File: src/design/skvt_pkg.sv
package skvt_pkg;

  // Table size and counter width (count register is at least 5 bits wide)
  localparam int CAPACITY = 16;
  localparam int CNT_BITS = $clog2(CAPACITY + 1);
  localparam int CNT_W    = (CNT_BITS > 5) ? CNT_BITS : 5;

  typedef logic signed [31:0] word_t;

  typedef enum logic {
    OP_INSERT = 1'b0,
    OP_LOOKUP = 1'b1
  } op_t;

  typedef enum logic [2:0] {
    ST_INSERTED  = 3'd0,
    ST_DUPLICATE = 3'd1,
    ST_FULL      = 3'd2,
    ST_FOUND     = 3'd3,
    ST_NOT_FOUND = 3'd4
  } status_t;

  typedef struct packed {
    op_t   op;
    word_t key;
    word_t value;
  } in_item_t;

  typedef struct packed {
    status_t    status;
    word_t      found_value;
    logic [4:0] entry_count;
  } out_item_t;

  // Contents of one cell
  typedef struct packed {
    logic  valid;
    word_t key;
    word_t value;
  } slot_t;

  // Compare flags of one cell against the incoming key
  typedef struct packed {
    logic less;
    logic eq;
  } cell_stat_t;

endpackage

File: src/design/skvt_cell.sv
module skvt_cell import skvt_pkg::*; (
  input  logic       clk,
  input  logic       rst_n,
  input  logic       upd,
  input  in_item_t   item,
  input  slot_t      prev_slot,
  input  logic       prev_less,
  output slot_t      slot,
  output cell_stat_t stat
);

  logic  valid_r, valid_nxt;
  word_t key_r, key_nxt;
  word_t value_r, value_nxt;

  assign slot = '{valid: valid_r, key: key_r, value: value_r};

  // Compare stored key with the broadcast key
  assign stat.less = valid_r && (key_r < item.key);
  assign stat.eq   = valid_r && (key_r == item.key);

  // Keep if smaller, take the new pair at the boundary, else shift from the left
  always_comb begin
    valid_nxt = valid_r;
    key_nxt   = key_r;
    value_nxt = value_r;
    if (upd) begin
      priority if (stat.less) begin
        valid_nxt = valid_r;
      end else if (prev_less) begin
        valid_nxt = 1'b1;
        key_nxt   = item.key;
        value_nxt = item.value;
      end else begin
        valid_nxt = prev_slot.valid;
        key_nxt   = prev_slot.key;
        value_nxt = prev_slot.value;
      end
    end
  end

  always_ff @(posedge clk) begin
    if (!rst_n) begin
      valid_r <= 1'b0;
    end else begin
      valid_r <= valid_nxt;
    end
  end

  always_ff @(posedge clk) begin
    key_r   <= key_nxt;
    value_r <= value_nxt;
  end

endmodule

File: src/design/skvt_match.sv
module skvt_match import skvt_pkg::*; (
  input  slot_t      slots [CAPACITY],
  input  cell_stat_t stats [CAPACITY],
  output logic       hit,
  output word_t      hit_value
);

  // Keys are unique, so at most one cell matches: OR the masked values
  always_comb begin
    hit       = 1'b0;
    hit_value = '0;
    for (int i = 0; i < CAPACITY; i++) begin
      hit       = hit | stats[i].eq;
      hit_value = hit_value | (stats[i].eq ? slots[i].value : '0);
    end
  end

endmodule

File: src/design/sorted_key_value_table_unit.sv
// A result is registered at the edge that accepts the transaction.
// Throughput: one transaction per cycle while no held result stalls the input;
// every cell compares and shifts in the accepting cycle, the row match in that path.
// Reset (synchronous, active low) clears all cell valid bits, the pair count and
// the output valid flag; stored keys and values and the result data are not cleared.
module sorted_key_value_table_unit import skvt_pkg::*; (
  input  logic      clk,
  input  logic      rst_n,
  input  logic      in_valid,
  output logic      in_stall,
  input  in_item_t  in_data,
  output logic      out_valid,
  input  logic      out_stall,
  output out_item_t out_data
);

  slot_t      slots [CAPACITY];
  cell_stat_t stats [CAPACITY];
  logic       hit;
  word_t      hit_value;
  logic       accept;
  logic       full;
  logic       upd;

  logic [CNT_W-1:0] count_r, count_nxt;
  logic             out_valid_r, out_valid_nxt;
  out_item_t        out_data_r, out_data_nxt;

  // Output register frees as soon as its result is taken
  assign in_stall  = out_valid_r && out_stall;
  assign accept    = in_valid && !in_stall;
  assign out_valid = out_valid_r;
  assign out_data  = out_data_r;

  assign full = (count_r == CNT_W'(CAPACITY));
  assign upd  = accept && (in_data.op == OP_INSERT) && !hit && !full;

  // Row of compare-and-shift cells
  for (genvar i = 0; i < CAPACITY; i++) begin : g_cell
    slot_t prev_slot;
    logic  prev_less;
    if (i == 0) begin : g_head
      assign prev_slot = '0;
      assign prev_less = 1'b1;
    end else begin : g_link
      assign prev_slot = slots[i-1];
      assign prev_less = stats[i-1].less;
    end
    skvt_cell u_cell (
      .clk       (clk),
      .rst_n     (rst_n),
      .upd       (upd),
      .item      (in_data),
      .prev_slot (prev_slot),
      .prev_less (prev_less),
      .slot      (slots[i]),
      .stat      (stats[i])
    );
  end

  skvt_match u_match (
    .slots     (slots),
    .stats     (stats),
    .hit       (hit),
    .hit_value (hit_value)
  );

  // Result and count update
  always_comb begin
    count_nxt     = upd ? count_r + CNT_W'(1) : count_r;
    out_valid_nxt = out_valid_r && out_stall;
    out_data_nxt  = out_data_r;
    if (accept) begin
      out_valid_nxt            = 1'b1;
      out_data_nxt.found_value = '0;
      out_data_nxt.entry_count = count_nxt[4:0];
      if (in_data.op == OP_LOOKUP) begin
        out_data_nxt.status = hit ? ST_FOUND : ST_NOT_FOUND;
        if (hit) begin
          out_data_nxt.found_value = hit_value;
        end
      end else begin
        priority if (hit) begin
          out_data_nxt.status = ST_DUPLICATE;
        end else if (full) begin
          out_data_nxt.status = ST_FULL;
        end else begin
          out_data_nxt.status = ST_INSERTED;
        end
      end
    end
  end

  always_ff @(posedge clk) begin
    if (!rst_n) begin
      count_r     <= '0;
      out_valid_r <= 1'b0;
    end else begin
      count_r     <= count_nxt;
      out_valid_r <= out_valid_nxt;
    end
  end

  always_ff @(posedge clk) begin
    out_data_r <= out_data_nxt;
  end

endmodule

File: config.mk
export PLATFORM = sky130hd
export DESIGN_NAME = sorted_key_value_table_unit
export DESIGN_NICKNAME = d
export VERILOG_FILES = /design/src/design/skvt_pkg.sv /design/src/design/skvt_cell.sv /design/src/design/skvt_match.sv /design/src/design/sorted_key_value_table_unit.sv
export SDC_FILE = /design/constraint.sdc
export NUM_CORES = 2
export LEC_CHECK = 0
export BUFFER_PORTS_ARGS = -buffer_cell sky130_fd_sc_hd__buf_2
export CORE_ASPECT_RATIO = 1.25
export CORE_MARGIN = 2
export CORE_UTILIZATION = 35
export DETAILED_ROUTE_END_ITERATION = 6
export HOLD_SLACK_MARGIN = 0.15
export SYNTH_ARGS = -nofsm -noshare
export SYNTH_HDL_FRONTEND = slang
export SYNTH_SLANG_ARGS = --single-unit
File: constraint.sdc
create_clock -name clk -period 9.5 [get_ports clk]
set_input_delay 1.9 -clock clk [delete_from_list [all_inputs] [get_ports clk]]
set_output_delay 1.9 -clock clk [all_outputs]
set_load 0.01 [all_outputs]
==> Flow_metrics.wiki <==
{| class="wikitable"
! Metric !! Value
|-
| Max-cap check violation count || 1
|-
| Classification of the worst setup path || in2reg
|-
| CTS tree || done
|-
| Clock period minus final worst setup slack || 7440 ps
|-
| Fraction of synthesis flops using an asynchronous set or reset pin || 0%
|-
| Worst Hold Path Cells || 1
|-
| Crit path required time || 9870 ps
|-
| Detailed-placement wirelength estimate || 126000 µm
|-
| Warnings, synthesis || 0
|-
| Cell taking the most area after synthesis || sky130_fd_sc_hd__edfxtp_1
|-
| Number of distinct standard cells referenced by the synthesized netlist || 65
|-
| Clock skew after layout || 91.4 ps
|-
| Number of vias per cell || 6.05
|-
| Die outline height || 463 µm
|-
| Number of remaining DRC errors || 0
|-
| Floorplan core area || 167000 µm²
|-
| Fraction of the core area covered by cells at the end of the flow || 39.5%
|-
| Worst Path Arrival || 7810 ps
|-
| # nets final || 4773
|-
| # port buffers || 110
|-
| Worst Path Max Fanout || 32
|-
| Antenna violations before repair || 26
|-
| Count of mapped cells out of synthesis || 4110
|-
| Syn Std Cell Area || 58900 µm²
|-
| Critical path endpoint category || register
|-
| Most area-consuming cells after synthesis || sky130_fd_sc_hd__edfxtp_1 54%, sky130_fd_sc_hd__mux2_2 18%, sky130_fd_sc_hd__ha_1 11%
|-
| Hold wc startpoint || g_cell[11].u_cell.value_r[12]$_DFFE_PP_
|-
| Post-route cell area || 66100 µm²
|-
| Global-route wire length before repair || 287000 µm
|-
| Share of synthesized area occupied by flip-flops and latches || 55.0%
|-
| Simple-gate area share of the yosys netlist || 4.66%
|-
| M3 GR Usage || 4.83%
|-
| RR Startpoint || g_cell[12].u_cell.key_r[13]$_DFFE_PP_
|-
| Sinks on Clock Net || 1086
|-
| Area enclosed by the die boundary || 172000 µm²
|-
| Met2 Use GR || 36.3%
|-
| Count of instances resized after the clock tree is built || 0
|-
| Complex-gate fraction of the synthesized area || 8.70%
|-
| Final setup violating endpoints || 0
|-
| R2r endpoint || g_cell[6].u_cell.value_r[0]$_DFFE_PP_
|-
| Min-delay worst type || reg2reg
|-
| RSZ-0062 raised after global routing || false
|-
| Largest net degree at the start of global routing || 51
|-
| Initial core utilization || 35.2%
|-
| Share of cells above drive strength 1 || 31.9%
|-
| Post-CTS repair timing setup buffer count || 0
|-
| Dominant combinational cell family by area after synthesis || multiplexers
|-
| Clock buffer count from CTS || 120
|-
| Violations in the final reports || capacitance limit, slew limit
|-
| Worst IR drop on VDD || 0.000195 V
|-
| Dominant register cell in the synthesized netlist || sky130_fd_sc_hd__edfxtp_1
|-
| Register-to-Register Path Depth || 9
|-
| Final hold violation count || 0
|-
| Hold buffer count at CTS || 0
|-
| Result of the run || finished with violations
|-
| WL per Instance || 31.2 µm
|-
| Antenna Violating Nets Remaining || 0
|-
| Fraction of synthesized area in multiplexers || 18.5%
|-
| Vias after detailed routing || 39400
|-
| Leakage || 23.5 nW
|-
| Clock slew at the register clock pins of the worst setup and hold paths || 60 ps
|-
| CTS root buffer || sky130_fd_sc_hd__clkbuf_16
|-
| Flops & latches, synth || 1086
|-
| Most Used Layer, Global Route || met2
|-
| Later-pin clock latency in the skew report || 800 ps
|-
| Final global-route overflow total || 0
|-
| Final slew viol count || 2
|-
| Die W || 371 µm
|-
| Row count || 168
|-
| Xor/xnor cell area share of the yosys netlist || 0.134%
|-
| First-pass detailed-route iteration total || 5
|-
| Routability-driven placement congestion ratio || 0.890
|-
| Via count of the first global-routing pass || 39200
|-
| First DRT Iteration DRCs || 4274
|-
| Final sum of negative setup slack || 0 ps
|-
| Power density over the cells || 176 nW/µm²
|-
| Met1 layer usage reported by global route || 31.3%
|-
| Number of buffers on the longest clock path || 3
|-
| Area share of the largest cell type after synthesis || 54.3%
|-
| Synthesized net count || 4693
|-
| Most common cell after layout, fill and taps aside || sky130_fd_sc_hd__edfxtp_1
|-
| GR Util All Layers || 23.1%
|-
| Tcrit/Tclk final || 78.3%
|-
| Transition time of the tightest slew-check pin || 1600 ps
|-
| Reg2Reg Setup Slack || 3680 ps
|-
| Total wire length after detailed routing || 203000 µm
|-
| Number of top-level pins || 111
|-
| Commonest non-fill, non-tap cells in the layout || 1064 x sky130_fd_sc_hd__edfxtp_1, 957 x sky130_fd_sc_hd__mux2_2, 514 x sky130_fd_sc_hd__ha_1, 191 x sky130_fd_sc_hd__a21oi_1, 120 x sky130_fd_sc_hd__clkbuf_16
|-
| Fill cell total of the finished layout || 15600
|-
| Endpoint, Worst Hold || g_cell[12].u_cell.value_r[12]$_DFFE_PP_
|-
| Maximum clock frequency || 0.134 GHz
|-
| EDFF count, synth || 1064
|-
| Crit path launch type || input pin
|-
| Post-DP Area || 62200 µm²
|-
| Arithmetic-cell share of the synthesized area counting full adders, half adders and majority gates || 10.9%
|-
| Average cell area after synthesis || 14.3 µm²
|-
| Relative area change from synthesis to final layout || 12.2%
|-
| Number of H-tree levels || 3
|-
| Worst slew margin || -9.60%
|}
-- through the flow --
| stage | hold slack [ps] | setup WS (ps) | std cells | power (mW) |
|---|---|---|---|---|
| after floorplan | 470 | 944 | 4110 | 6.51 |
| after global placement | 502 | 1430 | 6278 | 6.99 |
| after detailed placement | 522 | 1430 | 6278 | 7.01 |
| after CTS | 532 | 2210 | 6499 | 11.7 |
| after global routing | 558 | 1990 | 6500 | 12.0 |
| final | 538 | 2060 | 6507 | 11.6 |
-- power breakdown --
| group | internal (mW) | switching [mW] |
|---|---|---|
| Clock | 2.58 | 2.11 |
| Combinational | 0.465 | 0.775 |
| Sequential | 5.55 | 0.147 |
| Total | 8.60 | 3.03 |
-- state kept, by name, indices dropped and copies added, names as in the netlist --
signal                 count
count_r                    5
g_cell.u_cell.key_r      512
g_cell.u_cell.valid_r     16
g_cell.u_cell.value_r    512
out_data                  40
out_valid                  1
-- layout make-up --
type,instances,area [µm²],share of cell area [%]
timing repair buffer,189,1160,1.75
antenna,8,20.0,0.0303
tap,2210,2770,4.19
clock buffer,147,3100,4.70
multi-input combinational,2722,25600,38.8
sequential,1086,32400,49.0
clock inverter,74,748,1.13
inverter,71,267,0.403
-- layer usage --
metal | up-vias | wire, µm | part of all wire [%]
met4 | 22 | 7700 | 3.8
met1 | 20300 | 83500 | 41
li1 | 16700 | - | -
met3 | 415 | 19100 | 9.4
met5 | - | 133 | 0.066
met2 | 1904 | 92400 | 46
-- cell families after synthesis --
logic type / after synthesis
adders and majority gates: 514
AOI/OAI and AO/OA: 735
xor gates and xnor gates: 9
DFF: 1086
muxes: 969
buffers and inverters: 302
and+or+nand+nor: 495
-- worst max path at each step --
stage | startpoint | slack (ps) | to | cells after the start
6_report | in_data[43] | 2060 | g_cell[2].u_cell.value_r[3]$_DFFE_PP_ | 12
5_1_grt | in_data[54] | 1990 | g_cell[6].u_cell.value_r[0]$_DFFE_PP_ | 12
4_1_cts | in_data[55] | 2210 | g_cell[6].u_cell.value_r[0]$_DFFE_PP_ | 12
3_5_place_dp | in_data[55] | 1430 | g_cell[13].u_cell.key_r[8]$_DFFE_PP_ | 12
3_3_place_gp | in_data[55] | 1430 | g_cell[6].u_cell.value_r[28]$_DFFE_PP_ | 12
2_1_floorplan | out_stall | 940 | g_cell[15].u_cell.key_r[0]$_DFFE_PP_ | 7
-- worst max-delay path, stage by stage --
cell,delay [ps]
sky130_fd_sc_hd__buf_2,330
sky130_fd_sc_hd__inv_1,440
sky130_fd_sc_hd__ha_1,460
sky130_fd_sc_hd__nand4_1,260
sky130_fd_sc_hd__a21oi_1,170
sky130_fd_sc_hd__a2111oi_0,1330
sky130_fd_sc_hd__o21ai_0,540
sky130_fd_sc_hd__a31oi_1,430
sky130_fd_sc_hd__mux2i_4,870
sky130_fd_sc_hd__buf_4,570
sky130_fd_sc_hd__nor2_4,50
sky130_fd_sc_hd__buf_4,390
-- Yosys cell counts (all sizes together) (42+ instances only) --
cell,instances
edfxtp,1064
mux2,958
ha,514
a21oi,193
clkbuf,164
nand2,113
a221oi,106
a22o,96
nand4,89
o21ai,77
inv,71
buf,67
a22oi,64
a21o,61
nand3,59
nor2,57
and3,42
No activity file was read; power rests on OpenSTA's default activity.
